[src/fla_pkg.sv]
`default_nettype none

package fla_pkg;

    // Pool depth used when the top level is not overridden
    localparam int POOL_SIZE_DEF = 64;

    // Fixed field widths
    localparam int REQ_W    = 2;
    localparam int IDENT_W  = 6;
    localparam int STATUS_W = 2;
    localparam int LIVE_W   = 7;

    // Request codes
    typedef enum logic [REQ_W-1:0] {
        REQ_ALLOC = 2'd0,
        REQ_FREE  = 2'd1,
        REQ_QUERY = 2'd2,
        REQ_RSVD  = 2'd3
    } req_e_t;

    // Result status codes
    typedef enum logic [STATUS_W-1:0] {
        ST_OK        = 2'd0,
        ST_EXHAUSTED = 2'd1,
        ST_BAD_FREE  = 2'd2
    } status_t;

    // Controller states
    typedef enum logic {
        S_IDLE = 1'b0,
        S_EXEC = 1'b1
    } state_t;

    // One result word
    typedef struct packed {
        logic [LIVE_W-1:0]  live_count;
        logic               is_allocated;
        status_t            status;
        logic [IDENT_W-1:0] granted_ident;
    } result_t;

endpackage

`default_nettype wire

[src/free_list_id_allocator_unit.sv]
`default_nettype none

// Channel  | Dir | Word bits (lowest first)
// ---------+-----+------------------------------------------------------------
// s_axis   | in  | req_type[1:0], ident[7:2]
// m_axis   | out | granted_ident[5:0], status[7:6], is_allocated[8],
//          |     | live_count[15:9]
//
// Each request first reads the link memory entry at the free-list head
// (allocate) or at the identifier (free, query), then updates it and loads
// the result register; the registered read of the link memory keeps these
// steps apart. Reset clears the head, fill mark and live count at once;
// no clearing pass runs. A new request is taken while a result waits in the
// output register; the update cycle holds while that register stays full.

module free_list_id_allocator_unit #(
    parameter int POOL_SIZE = fla_pkg::POOL_SIZE_DEF
) (
    input  wire logic        aclk,
    input  wire logic        aresetn,
    input  wire logic        s_tvalid,
    output logic             s_tready,
    input  wire logic [7:0]  s_tdata,   // req_type[1:0], ident[7:2]
    output logic             m_tvalid,
    input  wire logic        m_tready,
    output logic      [15:0] m_tdata    // granted_ident, status, is_allocated, live_count
);

    localparam int ADDR_W = (POOL_SIZE > 1) ? $clog2(POOL_SIZE) : 1;
    localparam int LINK_W = $clog2(POOL_SIZE + 1);

    logic              res_valid;
    logic              res_room;
    fla_pkg::result_t  res;
    fla_pkg::result_t  out_reg;
    logic              out_valid_reg;

    logic [ADDR_W-1:0] ram_rd_addr;
    logic [LINK_W:0]   ram_rd_data;
    logic              ram_wr_en;
    logic [ADDR_W-1:0] ram_wr_addr;
    logic [LINK_W:0]   ram_wr_data;

    assign res_room = !out_valid_reg || m_tready;

    fla_ctrl #(
        .POOL_SIZE (POOL_SIZE),
        .ADDR_W    (ADDR_W),
        .LINK_W    (LINK_W)
    ) u_ctrl (
        .aclk        (aclk),
        .aresetn     (aresetn),
        .req_valid   (s_tvalid),
        .req_ready   (s_tready),
        .req_type    (s_tdata[1:0]),
        .req_ident   (s_tdata[7:2]),
        .res_room    (res_room),
        .res_valid   (res_valid),
        .res         (res),
        .ram_rd_addr (ram_rd_addr),
        .ram_rd_data (ram_rd_data),
        .ram_wr_en   (ram_wr_en),
        .ram_wr_addr (ram_wr_addr),
        .ram_wr_data (ram_wr_data)
    );

    fla_link_ram #(
        .DEPTH  (POOL_SIZE),
        .ADDR_W (ADDR_W),
        .DATA_W (LINK_W + 1)
    ) u_ram (
        .aclk    (aclk),
        .rd_addr (ram_rd_addr),
        .rd_data (ram_rd_data),
        .wr_en   (ram_wr_en),
        .wr_addr (ram_wr_addr),
        .wr_data (ram_wr_data)
    );

    // Hold the result word until taken
    always_ff @(posedge aclk) begin
        if (!aresetn) begin
            out_valid_reg <= 1'b0;
        end else if (res_room) begin
            out_valid_reg <= res_valid;
        end
    end

    always_ff @(posedge aclk) begin
        if (res_room && res_valid) begin
            out_reg <= res;
        end
    end

    assign m_tvalid = out_valid_reg;
    assign m_tdata  = out_reg;

endmodule

`default_nettype wire

[src/fla_link_ram.sv]
`default_nettype none

module fla_link_ram #(
    parameter int DEPTH  = fla_pkg::POOL_SIZE_DEF,
    parameter int ADDR_W = 6,
    parameter int DATA_W = 8
) (
    input  wire logic              aclk,
    input  wire logic [ADDR_W-1:0] rd_addr,
    output logic      [DATA_W-1:0] rd_data,
    input  wire logic              wr_en,
    input  wire logic [ADDR_W-1:0] wr_addr,
    input  wire logic [DATA_W-1:0] wr_data
);

    logic [DATA_W-1:0] mem [DEPTH];

    // Write one entry
    always_ff @(posedge aclk) begin
        if (wr_en) begin
            mem[wr_addr] <= wr_data;
        end
    end

    // Registered read
    always_ff @(posedge aclk) begin
        rd_data <= mem[rd_addr];
    end

endmodule

`default_nettype wire

[src/fla_ctrl.sv]
`default_nettype none

module fla_ctrl #(
    parameter int POOL_SIZE = fla_pkg::POOL_SIZE_DEF,
    parameter int ADDR_W    = 6,
    parameter int LINK_W    = 7
) (
    input  wire logic                        aclk,
    input  wire logic                        aresetn,
    // request side
    input  wire logic                        req_valid,
    output logic                             req_ready,
    input  wire logic [fla_pkg::REQ_W-1:0]   req_type,
    input  wire logic [fla_pkg::IDENT_W-1:0] req_ident,
    // result side
    input  wire logic                        res_room,
    output logic                             res_valid,
    output fla_pkg::result_t                 res,
    // link memory
    output logic      [ADDR_W-1:0]           ram_rd_addr,
    input  wire logic [LINK_W:0]             ram_rd_data,
    output logic                             ram_wr_en,
    output logic      [ADDR_W-1:0]           ram_wr_addr,
    output logic      [LINK_W:0]             ram_wr_data
);

    localparam int CMP_W = (LINK_W > fla_pkg::IDENT_W) ? LINK_W : fla_pkg::IDENT_W;

    fla_pkg::state_t   state_reg, state_next;
    fla_pkg::req_e_t   req_reg, req_next;
    logic [LINK_W-1:0] head_reg, head_next;
    logic [LINK_W-1:0] fill_reg, fill_next;
    logic [LINK_W-1:0] used_reg, used_next;
    logic [ADDR_W-1:0] addr_reg, addr_next;
    logic              known_reg, known_next;

    logic              accept;
    logic [ADDR_W-1:0] new_addr;
    logic              id_known;
    logic              alloc_flag;
    logic [LINK_W-1:0] link;

    assign accept = req_valid && req_ready;

    // Entry address of the incoming request and whether it was ever written
    always_comb begin
        id_known = (CMP_W'(req_ident) < CMP_W'(POOL_SIZE))
                && (CMP_W'(req_ident) < CMP_W'(fill_reg));
        if (fla_pkg::req_e_t'(req_type) == fla_pkg::REQ_ALLOC) begin
            new_addr = head_reg[ADDR_W-1:0];
        end else begin
            new_addr = ADDR_W'(req_ident);
        end
    end

    // Hold the read address for the whole operation
    assign ram_rd_addr = accept ? new_addr : addr_reg;

    // Entries at or above the fill mark were never written; they read as free, linked to the next entry
    assign alloc_flag = known_reg && ram_rd_data[LINK_W];
    assign link       = known_reg ? ram_rd_data[LINK_W-1:0] : head_reg + 1'b1;

    // Advance state
    always_ff @(posedge aclk) begin
        if (!aresetn) begin
            state_reg <= fla_pkg::S_IDLE;
            head_reg  <= '0;
            fill_reg  <= '0;
            used_reg  <= '0;
        end else begin
            state_reg <= state_next;
            head_reg  <= head_next;
            fill_reg  <= fill_next;
            used_reg  <= used_next;
        end
    end

    // Capture the request
    always_ff @(posedge aclk) begin
        req_reg   <= req_next;
        addr_reg  <= addr_next;
        known_reg <= known_next;
    end

    // Next state, memory write and result
    always_comb begin
        state_next  = state_reg;
        req_next    = req_reg;
        addr_next   = addr_reg;
        known_next  = known_reg;
        head_next   = head_reg;
        fill_next   = fill_reg;
        used_next   = used_reg;
        req_ready   = 1'b0;
        res_valid   = 1'b0;
        ram_wr_en   = 1'b0;
        ram_wr_addr = addr_reg;
        ram_wr_data = {1'b1, link};
        res.granted_ident = '0;
        res.status        = fla_pkg::ST_OK;
        res.is_allocated  = 1'b0;
        res.live_count    = fla_pkg::LIVE_W'(used_reg);

        case (state_reg)
            fla_pkg::S_IDLE: begin
                req_ready = 1'b1;
                if (req_valid) begin
                    req_next  = fla_pkg::req_e_t'(req_type);
                    addr_next = new_addr;
                    if (fla_pkg::req_e_t'(req_type) == fla_pkg::REQ_ALLOC) begin
                        known_next = head_reg < fill_reg;
                    end else begin
                        known_next = id_known;
                    end
                    state_next = fla_pkg::S_EXEC;
                end
            end
            fla_pkg::S_EXEC: begin
                if (res_room) begin
                    res_valid  = 1'b1;
                    state_next = fla_pkg::S_IDLE;
                    case (req_reg)
                        fla_pkg::REQ_ALLOC: begin
                            if (head_reg == LINK_W'(POOL_SIZE)) begin
                                res.status = fla_pkg::ST_EXHAUSTED;
                            end else begin
                                // pop the head
                                ram_wr_en         = 1'b1;
                                ram_wr_data       = {1'b1, link};
                                head_next         = link;
                                used_next         = used_reg + 1'b1;
                                fill_next         = known_reg ? fill_reg : fill_reg + 1'b1;
                                res.granted_ident = fla_pkg::IDENT_W'(addr_reg);
                            end
                        end
                        fla_pkg::REQ_FREE: begin
                            if (alloc_flag) begin
                                // push in front of the old head
                                ram_wr_en   = 1'b1;
                                ram_wr_data = {1'b0, head_reg};
                                head_next   = LINK_W'(addr_reg);
                                used_next   = used_reg - 1'b1;
                            end else begin
                                res.status = fla_pkg::ST_BAD_FREE;
                            end
                        end
                        fla_pkg::REQ_QUERY: begin
                            res.is_allocated = alloc_flag;
                        end
                        default: begin
                        end
                    endcase
                    res.live_count = fla_pkg::LIVE_W'(used_next);
                end
            end
            default: begin
                state_next = fla_pkg::S_IDLE;
            end
        endcase
    end

endmodule

`default_nettype wire
[config.mk]
export PLATFORM = sky130hd
export DESIGN_NAME = free_list_id_allocator_unit
export DESIGN_NICKNAME = d
export VERILOG_FILES = /design/src/fla_pkg.sv /design/src/free_list_id_allocator_unit.sv /design/src/fla_link_ram.sv /design/src/fla_ctrl.sv
export SDC_FILE = /design/constraint.sdc
export NUM_CORES = 1
export LEC_CHECK = 0
export ABC_CLOCK_PERIOD_IN_PS = 9100
export BUFFER_PORTS_ARGS = -buffer_cell sky130_fd_sc_hd__buf_2
export CAP_MARGIN = 40
export CORE_ASPECT_RATIO = 0.6
export CORE_MARGIN = 2
export CORE_UTILIZATION = 40
export CTS_CLUSTER_SIZE = 12
export DETAILED_ROUTE_END_ITERATION = 10
export GPL_ROUTABILITY_DRIVEN = 0
export SKIP_LAST_GASP = 1
export SLEW_MARGIN = 20
export SYNTH_ARGS = -nofsm -noshare
export SYNTH_HDL_FRONTEND = slang
export SYNTH_SLANG_ARGS = --single-unit
export TNS_END_PERCENT = 100
[constraint.sdc]
create_clock -name aclk -period 9.1 [get_ports aclk]
set_input_delay 1.82 -clock aclk [delete_from_list [all_inputs] [get_ports aclk]]
set_output_delay 1.82 -clock aclk [all_outputs]
set_load 0.03 [all_outputs]
==> flow_metrics.py <==
metrics = {
    "layout": {
        "final_nets": 1849,
        "fin_area_um2": 26140,
        "fin_cells": 2625,
        "areaGrowthSynthToFinish_pct": 12.27,
        "max_flop_register": "u_ram.mem",
        "antennaDiodeCount": 0,
        "largest_reg_flops": 512,
        "fillerInstances": 5164,
        "drive_gt1_share_pct": 10.78,
        "regArea_um2": 16750,
        "multi_input_area_um2": 6086,
    },
    "detailed_routing": {
        "drt_iter0_markers": 1940,
        "via_per_inst": 5.770,
        "routed_wirelength_um": 64240,
        "antenna_left": 0,
        "drc": 0,
        "routedWlPerCell_um": 24.47,
        "firstDrtPassIters": 6,
        "num_vias": 15150,
    },
    "yosys": {
        "synth_top_flop_cell": "edfxtp_1",
        "synth_edf_count": 537,
        "syn_inst": 1786,
        "syn_area_um2": 23280,
        "synth_seq_cells": 568,
        "synthArstFlopShare_pct": 0,
        "synth_cell_types": 52,
        "yosysWarnings": 0,
        "synth_fp_nets": 1814,
        "avgSynthCellArea_um2": 13.04,
        "yosysSeqAreaShare_pct": 71.93,
    },
    "cts": {
        "post_cts_resize_count": 0,
        "hold_buffers": 0,
        "cts_root_buffer": "clkbuf_16",
        "cts.path.max_buffers": 3,
        "postCtsSetupRepairBufs": 0,
        "clk_pin_slew_worst_paths_ps": 60,
        "ctsHtreeMaxLevel": 2,
        "clkLatencyLatePin_ps": 600,
        "cts_tree": "built",
        "cts_sinks": 568,
        "numCtsBuffers": 53,
    },
    "die": {
        "fp.dieW_um": 315.5,
        "die-area_um2": 60220,
        "core_um2": 57520,
        "boundaryPins": 30,
        "rows": 68,
        "fp.dieH_um": 190.9,
        "start_util_pct": 40.48,
    },
    "critical_path": {
        "path_class": "input pin to flip-flop",
        "cp_max_fo": 50,
        "end_kind": "flip-flop",
        "critPathLaunchType": "input pin",
        "worstPathArrival_ps": 5350,
        "worstRegToRegCells": 10,
        "required_ps": 9630,
    },
    "sta": {
        "setup_ws_ps": 4281,
        "maxSlewViolCount": 0,
        "fin_tns_setup_ps": 0,
        "fin_skew_ps": 15.90,
        "finalHoldViolations": 0,
        "max_freq_ghz": 0.2075,
        "slew_headroom_pct": 38.50,
        "period_needed_ps": 4819,
        "setup_violations": 0,
        "worst_pin_slew_ps": 919.8,
        "rsz0062_at_grt": "no",
        "min_period_over_period_pct": 52.96,
    },
    "power": {
        "ir_drop_uv": 142.8,
        "power_density_nw_per_um2": 222.4,
        "p_leak_nw": 8.819,
    },
    "worst_hold_path": {
        "hold_depth": 2,
        "hp-class": "flip-flop to flip-flop",
    },
    "run": {
        "drv_cap": 0,
    },
    "place": {
        "dp_cells": 2510,
        "dpl_cell_area_um2": 24460,
        "dp_slack_ps": 3726,
        "dp_hpwl_um": 39750,
        "io_buffers": 29,
    },
    "status": {
        "outcome": "complete, no violations",
    },
    "global_routing": {
        "antenna_found_initial": 1,
        "grt_pass1_wl_um": 94090,
        "overflow": 0,
        "grt_use_total_pct": 21.22,
        "grt_pass1_vias": 14250,
        "grt_max_degree": 149,
    },
}
==> synth_stat cells, types with 2 or more instances <==
master | count | area, um2
edfxtp_1 | 537 | 16130
nand2_1 | 392 | 1471
nand3_1 | 142 | 710.7
a21oi_1 | 105 | 525.5
nor2_1 | 79 | 296.5
clkbuf_1 | 56 | 210.2
a22oi_1 | 50 | 375.4
buf_2 | 49 | 245.2
a31oi_1 | 38 | 237.7
mux2i_1 | 37 | 370.4
a221oi_1 | 32 | 280.3
o2111ai_1 | 32 | 280.3
dfxtp_1 | 31 | 620.6
and2_1 | 17 | 106.4
inv_1 | 17 | 63.81
ha_1 | 16 | 200.2
o21ai_0 | 16 | 80.08
xnor2_1 | 14 | 122.6
and3_1 | 11 | 68.82
mux2_2 | 9 | 101.4
a21o_1 | 8 | 60.06
nand3b_1 | 8 | 60.06
nor4_1 | 8 | 50.05
nand2b_1 | 7 | 43.79
o211ai_1 | 7 | 52.55
o21ai_1 | 7 | 35.03
buf_4 | 5 | 37.54
nor2b_1 | 5 | 31.28
nor3_1 | 5 | 25.02
buf_1 | 4 | 15.01
buf_6 | 4 | 45.04
nor3b_1 | 4 | 30.03
o211a_1 | 4 | 40.04
or2_2 | 4 | 25.02
a21boi_0 | 3 | 22.52
and4_1 | 3 | 26.28
xor2_1 | 3 | 26.28
inv_2 | 2 | 7.510
o31ai_2 | 2 | 25.02
==> path summary, 6_finish.rpt <==
kind                               start                  endpoint  slack, ps
max                             s_tvalid  u_ram.rd_data[1]$_DFF_P_       4280
min          u_ctrl.state_reg$_SDFF_PN0_     m_tvalid$_SDFFE_PN0N_        520
max reg2reg  u_ctrl.state_reg$_SDFF_PN0_  u_ram.rd_data[1]$_DFF_P_       5170
min reg2reg  u_ctrl.state_reg$_SDFF_PN0_     m_tvalid$_SDFFE_PN0N_        520
==> power by group <==
group	internal [W]	total (W)	switching [W]
registers	0.00300	0.00306	0.0000563
logic	0.000185	0.000744	0.000559
clock network	0.00109	0.00201	0.000926
total	0.00427	0.00581	0.00154
==> cells in the final DEF (no fill, tap or decap), types with 36 or more instances in the layout <==
master / instances
mux2i_1: 36
a21oi_1: 104
edfxtp_1: 537
clkbuf_16: 53
nand2_1: 391
buf_4: 52
nand3_1: 142
a22oi_1: 50
nor2_1: 79
a31oi_1: 37
==> kinds of logic after synthesis <==
kind of cell	share of synthesized area [%]
xor gates and xnor gates	0.6395
and+or+nand+nor	12.88
adders and majority gates	0.8598
DFF	71.93
AOI/OAI and AO/OA	8.862
muxes	2.150
buffers and inverters	2.682
==> per-layer routing <==
| layer | GRT usage [%] | wire length, um | up-vias |
|---|---|---|---|
| li1 | - | - | 6718 |
| met1 | 31.80 | 29210 | 7547 |
| met2 | 28.51 | 25560 | 769 |
| met3 | 8.591 | 8162 | 109 |
| met4 | 4.594 | 1289 | 2 |
| met5 | 0 | 13 | - |
==> area by class of cell <==
class                   instances  share of cell area (%)
flip-flops and latches        568                   64.06
multi-input cells            1081                   23.28
clock buffers                  86                   5.586
well taps                     770                   3.686
repair buffers                 98                   3.030
inverters                      19                  0.2728
clock inverters                 3                 0.08137
==> worst max-delay path: stages <==
cell and delay, ps:
buf_2 90, nand2b_1 160, inv_2 370, o311ai_1 260, nand2_4 550, buf_4 510, mux2i_1 140, a221oi_1 800
a31oi_1 90, a22oi_1 310, mux2_2 210
==> stage by stage <==
step / total power [W] / hold slack [ps] / utilization [%]
detailed placement: 0.003840 / 511.2 / 42.52
global route: 0.005992 / 566.8 / 45.45
finish: 0.005815 / 516.2 / 45.45
global placement: 0.003809 / 501.4 / 42.10
floorplan: 0.003515 / 520.9 / -
CTS: 0.005822 / 521.4 / 45.10
(Power assumes the default switching activity.)
